<file path="src/rtl/assert_macros.svh">
// ----------------------------------------------------------------------------
// assert_macros.svh
// Shared concurrent assertion macros for the anomaly solver RTL.
// ----------------------------------------------------------------------------
`ifndef ASSERT_MACROS_SVH
`define ASSERT_MACROS_SVH

// clocked check, masked while reset is asserted
`define KAS_ASSERT(lbl, prop, msg) \
    lbl: assert property (@(posedge clk) disable iff (!rst_n) prop) \
        else $error(msg);

// clocked check that also holds during reset
`define KAS_ASSERT_ALWAYS(lbl, prop, msg) \
    lbl: assert property (@(posedge clk) prop) \
        else $error(msg);

`endif

</file>
<file path="src/rtl/kas_pkg.sv">
// ----------------------------------------------------------------------------
// kas_pkg
// Types and constants shared by the anomaly solver controller and datapath.
// ----------------------------------------------------------------------------
package kas_pkg;

    // fixed formats
    localparam int ANGLE_BITS   = 32;
    localparam int CORDIC_STEPS = 32;
    localparam int SQRT_STEPS   = 32;
    localparam int DIV_STEPS    = 66;
    localparam int VW           = 36;   // cordic vector width, signed Q30
    localparam int ZW           = 34;   // residual / angle accumulator width
    localparam int DW           = 34;   // newton denominator width
    localparam int CNT_W        = 7;

    localparam logic [30:0] INV_TWO_PI_Q32 = 31'd683565276;
    localparam logic signed [VW-1:0] INV_GAIN_Q30 = 36'sd652032874;

    // register indexes
    localparam logic [1:0] REG_MAX_ITER  = 2'd0;
    localparam logic [1:0] REG_TOLERANCE = 2'd1;

    // datapath operations
    typedef enum logic [4:0] {
        OP_IDLE,
        OP_LOAD,
        OP_ROT_INIT,
        OP_ROT_STEP,
        OP_ROT_FIN,
        OP_EVAL_MUL,
        OP_EVAL_RES,
        OP_CHECK,
        OP_DIV_INIT,
        OP_DIV_STEP,
        OP_UPDATE,
        OP_SQRT_INIT,
        OP_SQRT_STEP,
        OP_FIN_MUL,
        OP_VEC_INIT,
        OP_VEC_STEP,
        OP_OUT
    } dp_op_t;

    typedef struct packed {
        dp_op_t op;
    } dp_cmd_t;

    typedef struct packed {
        logic cordic_last;
        logic div_last;
        logic sqrt_last;
        logic within_tol;
        logic at_limit;
    } dp_status_t;

    // arctangent of 2^-i in 2^-32 turns
    function automatic logic signed [ZW-1:0] arc_angle(input logic [CNT_W-1:0] i);
        logic signed [ZW-1:0] a;
        case (i)
            7'd0:    a = 34'h020000000;
            7'd1:    a = 34'h012E4051D;
            7'd2:    a = 34'h009FB385B;
            7'd3:    a = 34'h0051111D4;
            7'd4:    a = 34'h0028B0D43;
            7'd5:    a = 34'h00145D7E1;
            7'd6:    a = 34'h000A2F61E;
            7'd7:    a = 34'h000517C55;
            7'd8:    a = 34'h00028BE53;
            7'd9:    a = 34'h000145F2F;
            7'd10:   a = 34'h0000A2F98;
            7'd11:   a = 34'h0000517CC;
            7'd12:   a = 34'h000028BE6;
            7'd13:   a = 34'h0000145F3;
            7'd14:   a = 34'h00000A2FA;
            7'd15:   a = 34'h00000517D;
            7'd16:   a = 34'h0000028BE;
            7'd17:   a = 34'h00000145F;
            7'd18:   a = 34'h000000A30;
            7'd19:   a = 34'h000000518;
            7'd20:   a = 34'h00000028C;
            7'd21:   a = 34'h000000146;
            7'd22:   a = 34'h0000000A3;
            7'd23:   a = 34'h000000051;
            7'd24:   a = 34'h000000029;
            7'd25:   a = 34'h000000014;
            7'd26:   a = 34'h00000000A;
            7'd27:   a = 34'h000000005;
            7'd28:   a = 34'h000000003;
            7'd29:   a = 34'h000000001;
            7'd30:   a = 34'h000000001;
            default: a = '0;
        endcase
        return a;
    endfunction

endpackage

</file>
<file path="src/rtl/kas_ctrl.sv">
// ----------------------------------------------------------------------------
// kas_ctrl
// Sequencer for the solver: newton loop, final sqrt and atan2, output slot.
// ----------------------------------------------------------------------------
module kas_ctrl
    import kas_pkg::*;
(
    input  logic       clk,
    input  logic       rst_n,
    input  logic       in_valid,
    output logic       in_ready,
    output logic       out_valid,
    input  logic       out_ready,
    output dp_cmd_t    cmd,
    input  dp_status_t status
);

    `include "assert_macros.svh"

    typedef enum logic [15:0] {
        S_IDLE      = 16'h0001,
        S_ROT_INIT  = 16'h0002,
        S_ROT       = 16'h0004,
        S_ROT_FIN   = 16'h0008,
        S_EVAL_MUL  = 16'h0010,
        S_EVAL_RES  = 16'h0020,
        S_CHECK     = 16'h0040,
        S_DIV_INIT  = 16'h0080,
        S_DIV       = 16'h0100,
        S_UPDATE    = 16'h0200,
        S_SQRT_INIT = 16'h0400,
        S_SQRT      = 16'h0800,
        S_FIN_MUL   = 16'h1000,
        S_VEC_INIT  = 16'h2000,
        S_VEC       = 16'h4000,
        S_OUT       = 16'h8000
    } state_t;

    state_t state_reg, state_next;
    logic   out_valid_reg, out_valid_next;

    // next state and datapath command
    always_comb
    begin
        state_next = state_reg;
        cmd.op     = OP_IDLE;
        case (state_reg)
            S_IDLE:
            begin
                if (in_valid)
                begin
                    cmd.op     = OP_LOAD;
                    state_next = S_ROT_INIT;
                end
            end
            S_ROT_INIT:
            begin
                cmd.op     = OP_ROT_INIT;
                state_next = S_ROT;
            end
            S_ROT:
            begin
                cmd.op = OP_ROT_STEP;
                if (status.cordic_last)
                begin
                    state_next = S_ROT_FIN;
                end
            end
            S_ROT_FIN:
            begin
                cmd.op     = OP_ROT_FIN;
                state_next = S_EVAL_MUL;
            end
            S_EVAL_MUL:
            begin
                cmd.op     = OP_EVAL_MUL;
                state_next = S_EVAL_RES;
            end
            S_EVAL_RES:
            begin
                cmd.op     = OP_EVAL_RES;
                state_next = S_CHECK;
            end
            S_CHECK:
            begin
                cmd.op = OP_CHECK;
                if (status.within_tol || status.at_limit)
                begin
                    state_next = S_SQRT_INIT;
                end
                else
                begin
                    state_next = S_DIV_INIT;
                end
            end
            S_DIV_INIT:
            begin
                cmd.op     = OP_DIV_INIT;
                state_next = S_DIV;
            end
            S_DIV:
            begin
                cmd.op = OP_DIV_STEP;
                if (status.div_last)
                begin
                    state_next = S_UPDATE;
                end
            end
            S_UPDATE:
            begin
                cmd.op     = OP_UPDATE;
                state_next = S_ROT_INIT;
            end
            S_SQRT_INIT:
            begin
                cmd.op     = OP_SQRT_INIT;
                state_next = S_SQRT;
            end
            S_SQRT:
            begin
                cmd.op = OP_SQRT_STEP;
                if (status.sqrt_last)
                begin
                    state_next = S_FIN_MUL;
                end
            end
            S_FIN_MUL:
            begin
                cmd.op     = OP_FIN_MUL;
                state_next = S_VEC_INIT;
            end
            S_VEC_INIT:
            begin
                cmd.op     = OP_VEC_INIT;
                state_next = S_VEC;
            end
            S_VEC:
            begin
                cmd.op = OP_VEC_STEP;
                if (status.cordic_last)
                begin
                    state_next = S_OUT;
                end
            end
            S_OUT:
            begin
                if (!out_valid_reg || out_ready)
                begin
                    cmd.op     = OP_OUT;
                    state_next = S_IDLE;
                end
            end
            default:
            begin
                state_next = S_IDLE;
            end
        endcase
    end

    // output slot valid
    always_comb
    begin
        out_valid_next = out_valid_reg;
        if (cmd.op == OP_OUT)
        begin
            out_valid_next = 1'b1;
        end
        else if (out_ready)
        begin
            out_valid_next = 1'b0;
        end
    end

    always_ff @(posedge clk or negedge rst_n)
    begin
        if (!rst_n)
        begin
            state_reg     <= S_IDLE;
            out_valid_reg <= 1'b0;
        end
        else
        begin
            state_reg     <= state_next;
            out_valid_reg <= out_valid_next;
        end
    end

    assign in_ready  = (state_reg == S_IDLE);
    assign out_valid = out_valid_reg;

    // a finished item waits while the output slot is stalled
    `KAS_ASSERT(a_out_wait, (state_reg == S_OUT && out_valid_reg && !out_ready) |=> (state_reg == S_OUT), "result lost while output stalled")
    // loading the slot always presents an item
    `KAS_ASSERT(a_out_load, (cmd.op == OP_OUT) |=> out_valid_reg, "loaded result not presented")
    // an accepted item starts the first rotation
    `KAS_ASSERT(a_take_start, (in_valid && in_ready) |=> (state_reg == S_ROT_INIT), "accepted item not started")
    // no result shown during reset
    `KAS_ASSERT_ALWAYS(a_reset_quiet, !rst_n |-> !out_valid_reg, "output valid during reset")

endmodule

</file>
<file path="config.mk">
export PLATFORM = sky130hd
export DESIGN_NAME = kas_ctrl
export DESIGN_NICKNAME = d
export VERILOG_FILES = /design/src/rtl/kas_pkg.sv /design/src/rtl/kas_ctrl.sv
export VERILOG_INCLUDE_DIRS = /design/src /design/src/rtl
export SDC_FILE = /design/constraint.sdc
export NUM_CORES = 1
export LEC_CHECK = 0
export BUFFER_PORTS_ARGS = -buffer_cell sky130_fd_sc_hd__buf_2
export CORE_UTILIZATION = 40
export CTS_CLUSTER_SIZE = 8
export DETAILED_ROUTE_END_ITERATION = 16
export SLEW_MARGIN = 20
export SYNTH_ARGS = -nofsm -noshare
export SYNTH_HDL_FRONTEND = slang
export SYNTH_SLANG_ARGS = --single-unit
</file>
<file path="constraint.sdc">
create_clock -name clk -period 2.8 [get_ports clk]
set_input_delay 0.14 -clock clk [delete_from_list [all_inputs] [get_ports clk]]
set_output_delay 0.14 -clock clk [all_outputs]
set_load 0.02 [all_outputs]
</file>
==> flow_metrics.py <==
metrics = {
    "cts": {
        "numCtsBuffers": 3,
        "cts_root_buffer": "clkbuf_4",
        "cts.reportedPaths.clkPinSlew_ns": 0.09,
        "cts_sinks": 17,
        "cts_tree": "built",
        "post_cts_buffers": 0,
        "clk-insertion-delay-late_ns": 0.30,
        "cts_htree_levels": 1,
        "clockBufferDepth": 2,
    },
    "placed_design": {
        "post-dp-hpwl_mm": 2.04,
        "io_buffer_count": 15,
        "placed_area_sq_mm": 0.00119,
        "routabilityCongestion": 0.935,
    },
    "synthesis": {
        "yosys.area.top_type": "dfrtp_1",
        "synth-main-ff-cell": "dfrtp_1",
        "syn-cell-area_sq_mm": 0.00107,
        "synth_top_cells_by_area": "dfrtp_1 (37%), nor2_1 (5.6%), nor3_1 (4.2%), or4_1 (4.2%), nor4b_1 (4.1%)",
        "synth-seq-cells": 17,
        "synthCells": 121,
        "yosys_warnings": 0,
        "synth_edf_count": 0,
        "synthDistinctLibCells": 36,
        "syn_avg_cell_area_sq_um": 8.86,
        "yosysSeqAreaShare_pct": 39.8,
        "synth_fp_nets": 130,
        "synthArstFlopShare_pct": 100,
        "netlist.area_leader.share_pct": 37.3,
        "synth_common_cells": "dfrtp_1 (16), nor2_1 (16), nand2_1 (9), nor3_1 (9)",
    },
    "floorplan": {
        "core_area_sq_mm": 0.00250,
        "dieArea_sq_mm": 0.00289,
        "chipWidth_um": 53.8,
        "design.portCount": 16,
        "dieHeight_um": 53.8,
        "initial_core_util_pct": 42.9,
        "num_rows": 18,
    },
    "critical_path": {
        "max_stage_delay_ns": 0.66,
        "cp.arrival_ns": 2.48,
        "crit_type": "reg -> out",
        "rrSetupSlack_ns": 0.56,
        "path_buf_inv": 1,
        "timing.rr.start": "state_reg[2]$_DFFE_PN0P_",
        "crit_family": "simple AND/OR/NAND/NOR gates",
        "end_kind": "primary output",
        "rr_worst_depth": 5,
        "r2r_end": "state_reg[0]$_DFFE_PN1P_",
        "crit_chain": "or4_1 > nor2_1 > nand3_1 > and2_1 > nand4_1 > buf_2",
        "start_kind": "register",
        "cp.required_ns": 2.66,
        "path_max_fanout": 8,
        "worst_path_max_delay_cell": "or4_1",
    },
    "min_path": {
        "min_to": "state_reg[7]$_DFFE_PN0P_",
        "min_path_cells": 2,
        "min_from": "status[0]",
        "min_path_type": "in -> reg",
    },
    "finish": {
        "fin_area_sq_mm": 0.00123,
        "syn2layout_area_growth_pct": 14.8,
        "finalNetCount": 151,
        "diodes": 0,
        "n_fill_cell": 239,
        "regArea_sq_um": 427,
        "drive_gt1_share_pct": 21.3,
        "multi_input_area_sq_um": 624,
        "largest_register_ffs": 16,
    },
    "routing": {
        "post_drt_wl_per_cell_um": 16.0,
        "drc": 0,
        "vias": 1068,
        "drt_iter0_markers": 52,
        "drtAntennaViolNets": 0,
        "drt-total-wl_mm": 2.73,
        "dr.pass1.iters": 4,
        "via_per_inst": 6.25,
    },
    "flow_run": {
        "maxCapViolations": 0,
    },
    "power": {
        "ir_drop_uv": 399,
        "leakage_nw": 0.597,
        "power_density_mw_per_mm2": 714,
    },
    "sta": {
        "max-slew-margin-rel_pct": 60.2,
        "rsz0062_at_grt": "no",
        "maxSlewViolCount": 0,
        "fin_skew_ns": 0.00938,
        "setup_viol": 0,
        "min_period_ns": 2.62,
        "fin_crit_sh_pct": 93.7,
        "worst_pin_slew_ns": 0.591,
        "fmax_mhz": 381,
        "hold_violations": 0,
        "setup_tns_ns": 0,
    },
    "global_routing": {
        "grt-ovfl-total": 0,
        "grt_pass1_wl_mm": 4.57,
        "grt_antenna_before_repair": 0,
        "grt_max_degree": 18,
        "grt_pass1_vias": 953,
        "grt_usage_pct": 22.4,
    },
    "outcome": {
        "status": "complete, no violations",
    },
}
-- worst max-delay path by stage --
stage                              startpoint  cells past startpoint  slack, ns                       end
finish              state_reg[12]$_DFFE_PN0P_                      6       0.18                    cmd[0]
global route        state_reg[12]$_DFFE_PN0P_                      6       0.03                    cmd[0]
CTS                 state_reg[12]$_DFFE_PN0P_                      6       0.22                    cmd[0]
detailed placement  state_reg[12]$_DFFE_PN0P_                      6       0.57                    cmd[0]
global placement     state_reg[2]$_DFFE_PN0P_                      5       0.59  state_reg[0]$_DFFE_PN1P_
floorplan            state_reg[8]$_DFFE_PN0P_                      5       0.69                    cmd[0]
-- where the power goes --
part | total (W) | switching, W | internal [W]
combinational | 0.000425 | 0.000265 | 0.000159
sequential | 0.000322 | 0.0000428 | 0.000279
clock | 0.000133 | 0.0000793 | 0.0000533
total | 0.000879 | 0.000387 | 0.000492
-- final cells by class --
class | instances | area share [%]
Inverter | 2 | 0.610
Multi-Input combinational cell | 99 | 50.7
Clock buffer | 3 | 1.83
Clock inverter | 1 | 0.407
Tap cell | 30 | 3.05
Timing Repair Buffer | 19 | 8.74
Sequential cell | 17 | 34.7
-- placed cells by master, fill, tap and decap left out, types with 2 or more instances in the layout --
cell,instances
nand3_1,6
nor4_1,5
o21ai_0,2
nand2b_1,3
dfrtp_1,16
or4_1,6
nor4b_1,5
nor4_2,3
and3_1,2
or4b_1,4
o21ai_1,3
or4b_2,2
clkbuf_4,3
inv_1,2
buf_4,3
nor2_1,16
nor3_1,9
a21oi_1,2
nand2_1,9
o31ai_1,2
nand4b_1,2
nand4_1,5
buf_2,15
-- logic make-up (layout without fill, tap and decap cells) --
group | Yosys count | after routing | synth area share (%)
AND/OR/NAND/NOR | 82 | 82 | 47.5
flip-flops | 17 | 17 | 39.8
AO/OA/AOI/OAI | 16 | 16 | 9.92
buffers and inverters | 5 | 25 | 1.98
XOR/XNOR | 1 | 1 | 0.817
-- through the flow --
step | hold slack [ns] | setup slack [ns] | utilization (%) | power (W) | cells
after floorplan | -0.156 | 0.687 | - | 0.000610 | 121
after global placement | 0.0855 | 0.585 | 47.7 | 0.000745 | 166
after detailed placement | 0.0841 | 0.573 | 47.7 | 0.000741 | 166
after CTS | 0.00368 | 0.222 | 49.2 | 0.000879 | 171
after global routing | 0.000582 | 0.0273 | 49.2 | 0.000940 | 171
final | 0.00935 | 0.175 | 49.2 | 0.000879 | 171
-- worst reg2reg max path, stage by stage (launching register included) --
cell,delay (ns)
dfrtp_1,0.46
or4_1,0.72
a2bb2oi_1,0.21
or4_4,0.46
a41o_1,0.25
o31ai_1,0.07
-- metal layers --
| layer | global-route usage, % | share of wire [%] |
|---|---|---|
| met1 | 32.3 | 46 |
| met2 | 34.2 | 47 |
| met3 | 1.69 | 5.3 |
| met4 | 9.65 | 1.6 |
| met5 | 0 | 0 |
-- repair_timing --
action,4_1_cts,5_1_grt
hold buffers,1,0
hold endpoints to repair,16,0
resized for setup,0,0
No activity file was read; power rests on OpenSTA's default activity.
